## src/hw/rtl/bmms_pkg.sv

```systemverilog
// Shared types and codes of the block matching motion search.
package bmms_pkg;

    // Command codes carried in the input tuser field.
    localparam logic [1:0] CMD_LOAD_CUR = 2'd0;
    localparam logic [1:0] CMD_LOAD_WIN = 2'd1;
    localparam logic [1:0] CMD_START    = 2'd2;

    // Configuration register indexes.
    localparam logic [2:0] REG_BLOCK_SIZE    = 3'd0;
    localparam logic [2:0] REG_SEARCH_RANGE  = 3'd1;
    localparam logic [2:0] REG_SAD_TOLERANCE = 3'd2;
    localparam logic [2:0] REG_FRAME_WIDTH   = 3'd3;
    localparam logic [2:0] REG_FRAME_HEIGHT  = 3'd4;

    // Write strobes of the sample stores.
    typedef struct packed {
        logic cur_we;
        logic win_we;
    } store_wr_t;

    // Main search sequencer.
    typedef enum logic [8:0] {
        ST_IDLE   = 9'b000000001,
        ST_CAND   = 9'b000000010,
        ST_PIX_A  = 9'b000000100,
        ST_PIX_D  = 9'b000001000,
        ST_UPDATE = 9'b000010000,
        ST_NEXT   = 9'b000100000,
        ST_SNAP   = 9'b001000000,
        ST_CONF   = 9'b010000000,
        ST_FINISH = 9'b100000000
    } srch_state_t;

    // Confidence sequencer.
    typedef enum logic [3:0] {
        C_IDLE = 4'b0001,
        C_LOAD = 4'b0010,
        C_MUL  = 4'b0100,
        C_DIV  = 4'b1000
    } conf_state_t;

    // Products formed by the shared serial multiplier, in issue order.
    typedef enum logic [2:0] {
        OP_TT  = 3'd0,
        OP_NP2 = 3'd1,
        OP_N   = 3'd2,
        OP_A   = 3'd3,
        OP_B   = 3'd4,
        OP_BB  = 3'd5,
        OP_P   = 3'd6,
        OP_Q   = 3'd7
    } conf_op_t;

endpackage

```

## src/hw/rtl/bmms_conf.sv

```systemverilog
// Confidence unit: serial shift-add multiplier and restoring divider.
module bmms_conf #(
    parameter int SB   = 16,
    parameter int MB   = 16,
    parameter int NPW  = $clog2(((MB + 1) / 2) * ((MB + 1) / 2) + 1),
    parameter int SADW = SB + NPW,
    parameter int S1W  = SB + NPW,
    parameter int S2W  = 2 * SB + NPW
) (
    input  logic            clk,
    input  logic            rst_n,
    input  logic            start,
    input  logic [15:0]     tsad,
    input  logic [NPW-1:0]  npix,
    input  logic [SADW-1:0] best,
    input  logic [S1W-1:0]  s1,
    input  logic [S2W-1:0]  s2,
    output logic            done,
    output logic [15:0]     conf
);
    import bmms_pkg::*;

    localparam int NW   = 32 + 2 * NPW;
    localparam int AW   = NPW + S2W;
    localparam int V4W  = AW + 2;
    localparam int BBW  = 2 * SADW;
    localparam int F1W  = ((NW > BBW) ? NW : BBW) + 1;
    localparam int F2W  = ((V4W > NW) ? V4W : NW) + 1;
    localparam int MW   = (F1W > F2W) ? F1W : F2W;
    localparam int PW   = 2 * MW;
    localparam int CNTW = $clog2(MW + 1);

    conf_state_t     state_reg;
    conf_op_t        op_reg;
    logic [PW-1:0]   mcand_reg;
    logic [MW-1:0]   mplier_reg;
    logic [PW-1:0]   acc_reg;
    logic [CNTW-1:0] cnt_reg;
    logic [15:0]     quo_reg;

    logic [31:0]      tt_reg;
    logic [2*NPW-1:0] np2_reg;
    logic [NW-1:0]    n_reg;
    logic [AW-1:0]    a_reg;
    logic [AW-1:0]    b_reg;
    logic [BBW-1:0]   bb_reg;
    logic [V4W-1:0]   v4_reg;
    logic [PW-1:0]    p_reg;
    logic [PW-1:0]    q_reg;

    logic [MW-1:0] opa;
    logic [MW-1:0] opb;
    logic [PW:0]   rem_dbl;
    logic [PW-1:0] prod_next;

    always_comb
    begin
        case (op_reg)
            OP_TT:
            begin
                opa = MW'(tsad);
                opb = MW'(tsad);
            end
            OP_NP2:
            begin
                opa = MW'(npix);
                opb = MW'(npix);
            end
            OP_N:
            begin
                opa = MW'(tt_reg);
                opb = MW'(np2_reg);
            end
            OP_A:
            begin
                opa = MW'(npix);
                opb = MW'(s2);
            end
            OP_B:
            begin
                opa = MW'(s1);
                opb = MW'(s1);
            end
            OP_BB:
            begin
                opa = MW'(best);
                opb = MW'(best);
            end
            OP_P:
            begin
                opa = MW'(n_reg);
                opb = MW'(v4_reg);
            end
            OP_Q:
            begin
                opa = MW'(n_reg) + MW'(bb_reg);
                opb = MW'(v4_reg) + MW'(n_reg);
            end
            default:
            begin
                opa = '0;
                opb = '0;
            end
        endcase
    end

    assign prod_next = mplier_reg[0] ? acc_reg + mcand_reg : acc_reg;
    assign rem_dbl   = {acc_reg, 1'b0};
    assign conf      = quo_reg;

    always_ff @(posedge clk or negedge rst_n)
    begin
        if (!rst_n)
        begin
            state_reg <= C_IDLE;
            op_reg    <= OP_TT;
            done      <= 1'b0;
        end
        else
        begin
            done <= 1'b0;
            case (state_reg)
                C_IDLE:
                begin
                    if (start)
                    begin
                        op_reg    <= OP_TT;
                        state_reg <= C_LOAD;
                    end
                end
                C_LOAD:
                begin
                    state_reg <= C_MUL;
                end
                C_MUL:
                begin
                    if (cnt_reg == CNTW'(MW - 1))
                    begin
                        case (op_reg)
                            OP_TT:   op_reg <= OP_NP2;
                            OP_NP2:  op_reg <= OP_N;
                            OP_N:    op_reg <= OP_A;
                            OP_A:    op_reg <= OP_B;
                            OP_B:    op_reg <= OP_BB;
                            OP_BB:   op_reg <= OP_P;
                            OP_P:    op_reg <= OP_Q;
                            default: op_reg <= OP_TT;
                        endcase
                        if (op_reg == OP_BB)
                        begin
                            // The variance term is checked before the wide products.
                            if (a_reg <= b_reg)
                            begin
                                done      <= 1'b1;
                                state_reg <= C_IDLE;
                            end
                            else
                            begin
                                state_reg <= C_LOAD;
                            end
                        end
                        else if (op_reg == OP_Q)
                        begin
                            state_reg <= C_DIV;
                        end
                        else
                        begin
                            state_reg <= C_LOAD;
                        end
                    end
                end
                C_DIV:
                begin
                    if (cnt_reg == CNTW'(15))
                    begin
                        done      <= 1'b1;
                        state_reg <= C_IDLE;
                    end
                end
                default:
                begin
                    state_reg <= C_IDLE;
                end
            endcase
        end
    end

    always_ff @(posedge clk)
    begin
        case (state_reg)
            C_IDLE:
            begin
                quo_reg <= '0;
            end
            C_LOAD:
            begin
                mcand_reg  <= PW'(opa);
                mplier_reg <= opb;
                acc_reg    <= '0;
                cnt_reg    <= '0;
            end
            C_MUL:
            begin
                acc_reg    <= prod_next;
                mcand_reg  <= {mcand_reg[PW-2:0], 1'b0};
                mplier_reg <= {1'b0, mplier_reg[MW-1:1]};
                cnt_reg    <= cnt_reg + 1'b1;
                if (cnt_reg == CNTW'(MW - 1))
                begin
                    cnt_reg <= '0;
                    case (op_reg)
                        OP_TT:  tt_reg  <= 32'(prod_next);
                        OP_NP2: np2_reg <= (2*NPW)'(prod_next);
                        OP_N:   n_reg   <= NW'(prod_next);
                        OP_A:   a_reg   <= AW'(prod_next);
                        OP_B:   b_reg   <= AW'(prod_next);
                        OP_BB:
                        begin
                            bb_reg <= BBW'(prod_next);
                            v4_reg <= {a_reg - b_reg, 2'b00};
                        end
                        OP_P:
                        begin
                            p_reg <= prod_next;
                        end
                        default:
                        begin
                            // The remainder starts at p, which is below q.
                            q_reg   <= prod_next;
                            acc_reg <= p_reg;
                        end
                    endcase
                end
            end
            C_DIV:
            begin
                cnt_reg <= cnt_reg + 1'b1;
                if (rem_dbl >= {1'b0, q_reg})
                begin
                    acc_reg <= PW'(rem_dbl - {1'b0, q_reg});
                    quo_reg <= {quo_reg[14:0], 1'b1};
                end
                else
                begin
                    acc_reg <= PW'(rem_dbl);
                    quo_reg <= {quo_reg[14:0], 1'b0};
                end
            end
            default:
            begin
                cnt_reg <= '0;
            end
        endcase
    end

endmodule

```

## config.mk

```make
export PLATFORM = sky130hd
export DESIGN_NAME = bmms_conf
export DESIGN_NICKNAME = d
export VERILOG_FILES = /design/src/hw/rtl/bmms_pkg.sv /design/src/hw/rtl/bmms_conf.sv
export SDC_FILE = /design/constraint.sdc
export NUM_CORES = 2
export LEC_CHECK = 0
export BUFFER_PORTS_ARGS = -buffer_cell sky130_fd_sc_hd__buf_2
export CAP_MARGIN = 10
export CORE_MARGIN = 2
export CORE_UTILIZATION = 35
export CTS_CLUSTER_SIZE = 16
export DETAILED_ROUTE_END_ITERATION = 8
export PLACE_DENSITY_LB_ADDON = 0.08
export SYNTH_ARGS = -nofsm -noshare
export SYNTH_HDL_FRONTEND = slang
export SYNTH_SLANG_ARGS = --single-unit
```

## constraint.sdc

```tcl
create_clock -name clk -period 8.85 [get_ports clk]
set_input_delay 0 -clock clk [delete_from_list [all_inputs] [get_ports clk]]
set_output_delay 0 -clock clk [all_outputs]
set_load 0.005 [all_outputs]
```

==> flow_summary.json <==
{
  "num_rows": 138,
  "routabilityCongestion": 0.8997,
  "synth_warnings": 0,
  "slew-limit-headroom_pct": 13.74,
  "whs_path_depth": 4,
  "slowest_delay_ns": 1.12,
  "synth_nets": 5382,
  "r2r_slack_ns": 3.36,
  "worstReg2RegEnd": "acc_reg[96]",
  "hold-worst-slack_ns": 0.01642,
  "multi_input_area_sq_mm": 0.02535,
  "p_int_mw": 9.208,
  "status": "complete, no violations",
  "antenna_left": 0,
  "synth.distinct_cells": 105,
  "crit_buf_inv": 1,
  "netlist_instances": 4933,
  "ys_seq_elements": 747,
  "hold_viol_final": 0,
  "slowest_stage": "nor4_1",
  "fin_skew_ns": 0.05633,
  "synthFlopType": "edfxtp_1",
  "rsz0062_at_grt": "no",
  "start_kind": "register",
  "cts_tree": "done",
  "period_share_pct": 61.98,
  "slew_violations": 0,
  "grt_pass1_vias": 38930,
  "die-area_sq_mm": 0.1446,
  "drt-wirelength-per-cell_um": 23.99,
  "antenna_found_initial": 6,
  "tns_ns": 0,
  "tightest_slew_ns": 1.282,
  "post-cts-setup-buffers": 0,
  "drc": 0,
  "period_minus_slack_ns": 5.485,
  "async_reset_ff_share_pct": 1.071,
  "path_class": "reg -> reg",
  "first_pass_iters": 7,
  "syn_area_sq_mm": 0.04954,
  "synthTopCellsByArea": "edfxtp_1 (45%), ha_1 (8.4%), a21oi_1 (5.1%), xnor2_1 (3.5%), a21o_1 (2.9%)",
  "via_per_inst": 5.643,
  "p_leak_nw": 21.50,
  "p_sw_mw": 5.956,
  "vias": 39570,
  "required_ns": 9.32,
  "syn_area_per_cell_sq_um": 10.04,
  "cp_max_fo": 76,
  "seq_area_frac_synth_pct": 45.20,
  "nFillCells": 14070,
  "worst_hold_startpoint": "s2[10]",
  "initial_utilization_pct": 35.12,
  "cts_buffer_depth": 3,
  "endpoint_kind": "register",
  "clkTransAtPathRegs_ns": 0.06,
  "final_nets": 5492,
  "grt_max_degree": 141,
  "finalSetupViolations": 0,
  "core_region_area_sq_mm": 0.1411,
  "worst_path_dominant_cell_family": "simple AND/OR/NAND/NOR gates",
  "ctsResizeCount": 0,
  "synth_top_area_cell": "edfxtp_1",
  "grt_pass1_wl_um": 251900,
  "clk_latency_ns": 0.72,
  "htree_num_levels": 3,
  "grt_use_total_pct": 22.64,
  "hp-class": "in -> reg",
  "holdPathEnd": "mplier_reg[10]",
  "p_seq_share_pct": 34.5,
  "drive_gt1_share_pct": 9.686,
  "port_buffers": 127,
  "area_growth_pct": 13.19,
  "pin_count": 128,
  "root_buffer": "clkbuf_16",
  "critPathArrivalTime_ns": 5.96,
  "drt_iter0_markers": 3397,
  "max_freq_mhz": 182.3,
  "clock_sinks": 747,
  "r2r_start": "acc_reg[25]",
  "rr_worst_depth": 13,
  "ir_drop_mv": 0.1855,
  "p_comb_share_pct": 39.5,
  "synth_edf_count": 739,
  "dieWidth_um": 380.2,
  "dp_hpwl_um": 124300,
  "crit_chain": "ha_1 -> nand4_1 -> nor4_1 -> nand2_1 -> nor4_1 -> nand4_1 -> nand3_1 -> a31oi_4 -> buf_4 -> and2_2 -> a222oi_1 -> o21ai_1 -> a21o_1",
  "postCtsHoldBufs": 83,
  "pwr-share-clk_pct": 26.0,
  "cts_made_buffers": 93,
  "wirelength_um": 168200,
  "die_h_um": 380.2,
  "power_switching_share_pct": 39.28,
  "synth_top_area_share_pct": 44.80,
  "grt_overflow": 0,
  "p_per_area_mw_per_mm2": 270.4,
  "ff_latch_area_sq_mm": 0.02240,
  "post-route-util_pct": 39.75,
  "cap_violations": 0
}
[how the worst max path moves through the flow]
stage	depth (start not counted)	startpoint	slack (ns)	to
after detailed placement	13	acc_reg[25]	3.54	acc_reg[96]
final	13	acc_reg[25]	3.36	acc_reg[96]
after floorplan	5	op_reg[0]	0.45	bb_reg[0]
after CTS	14	acc_reg[3]	3.53	p_reg[93]
after global placement	14	acc_reg[3]	3.63	acc_reg[93]
after global routing	14	acc_reg[11]	3.16	acc_reg[96]
[synthesized netlist by cell type (105+ instances only)]
master    number
xnor2_1      200
o21ai_0      272
xor2_1       116
a21o_1       193
nand2_1      380
edfxtp_1     739
ha_1         333
clkbuf_1     205
inv_1        258
nand4_1      105
a21oi_1      508
nor2_1       377
[cell type report]
class                           instances  share of cell area [%]
Multi-Input combinational cell       3680                   45.21
Clock inverter                         51                  0.9707
Antenna cell                            2                0.008926
Tap cell                             1890                   4.217
Inverter                              260                   1.749
Clock buffer                          122                   4.530
Timing Repair Buffer                  261                   3.365
Sequential cell                       747                   39.95
[stage by stage]
| stage | cell area (sq um) | total power [mW] | setup WS (ns) | instances |
|---|---|---|---|---|
| 5_1_grt | 56070 | 15.97 | 3.159 | 7013 |
| 2_1_floorplan | 49540 | 9.192 | 0.4515 | 4933 |
| 3_5_place_dp | 52130 | 11.23 | 3.539 | 6754 |
| 4_1_cts | 56050 | 15.27 | 3.527 | 7010 |
| 6_report | 56070 | 15.16 | 3.365 | 7013 |
| 3_3_place_gp | 52130 | 11.26 | 3.633 | 6754 |
[metal layers]
metal	wire, um	global-route usage, %	up-vias
li1	-	-	18850
met1	78860	31.90	19540
met3	7158	2.309	191
met2	78180	37.14	994
met4	4023	5.695	0
met5	0	0	-
[cells by family after synthesis]
| group | count (synthesis) | synth area share, % |
|---|---|---|
| and+or+nand+nor | 1264 | 12.08 |
| buffers and inverters | 506 | 3.907 |
| xor gates and xnor gates | 316 | 5.587 |
| DFF | 747 | 45.20 |
| adders and majority gates | 338 | 8.613 |
| AOI/OAI and AO/OA | 1620 | 21.34 |
| muxes | 142 | 3.268 |
[placed cells by master (no fill, tap or decap), types with 15 or more instances in the layout]
cell,n
a21o_1,193
nor2b_1,44
xor2_1,116
ha_1,333
nand4_1,105
buf_2,127
o21ai_0,272
nor2_1,370
nor3_1,48
a31oi_1,38
buf_4,48
nand3_1,60
edfxtp_1,739
xnor2_1,200
a221oi_1,55
a221o_1,52
clkinv_2,15
o31ai_1,20
nand2b_1,42
and2_1,40
inv_1,257
a22oi_1,54
clkinv_1,17
clkbuf_16,96
a222oi_1,42
o21a_1,33
dlygate4sd3_1,83
nand2_1,378
o211ai_1,29
and3_1,75
o21ai_1,62
clkbuf_1,22
o21bai_1,85
a211oi_1,33
mux2i_1,41
mux2_2,92
a21oi_1,507
[power by group through the flow]
stage	Clock, mW	Combinational [mW]	Sequential [mW]
after floorplan	0	3.99	5.21
after global placement	0	5.95	5.31
after detailed placement	0	5.91	5.32
after CTS	4.03	5.99	5.25
after global routing	4.15	6.53	5.28
final	3.94	5.99	5.23
[worst register-to-register path: stages, from the launching register on]
cell and delay, ns:
edfxtp_1 0.45, ha_1 0.52, nand4_1 0.27, nor4_1 1.12, nand2_1 0.10, nor4_1 0.58, nand4_1 0.25, nand3_1 0.19
a31oi_4 0.04, buf_4 0.39, and2_2 0.64, a222oi_1 0.43, o21ai_1 0.11, a21o_1 0.16
Note: power is estimated with default switching activity, not from simulation.
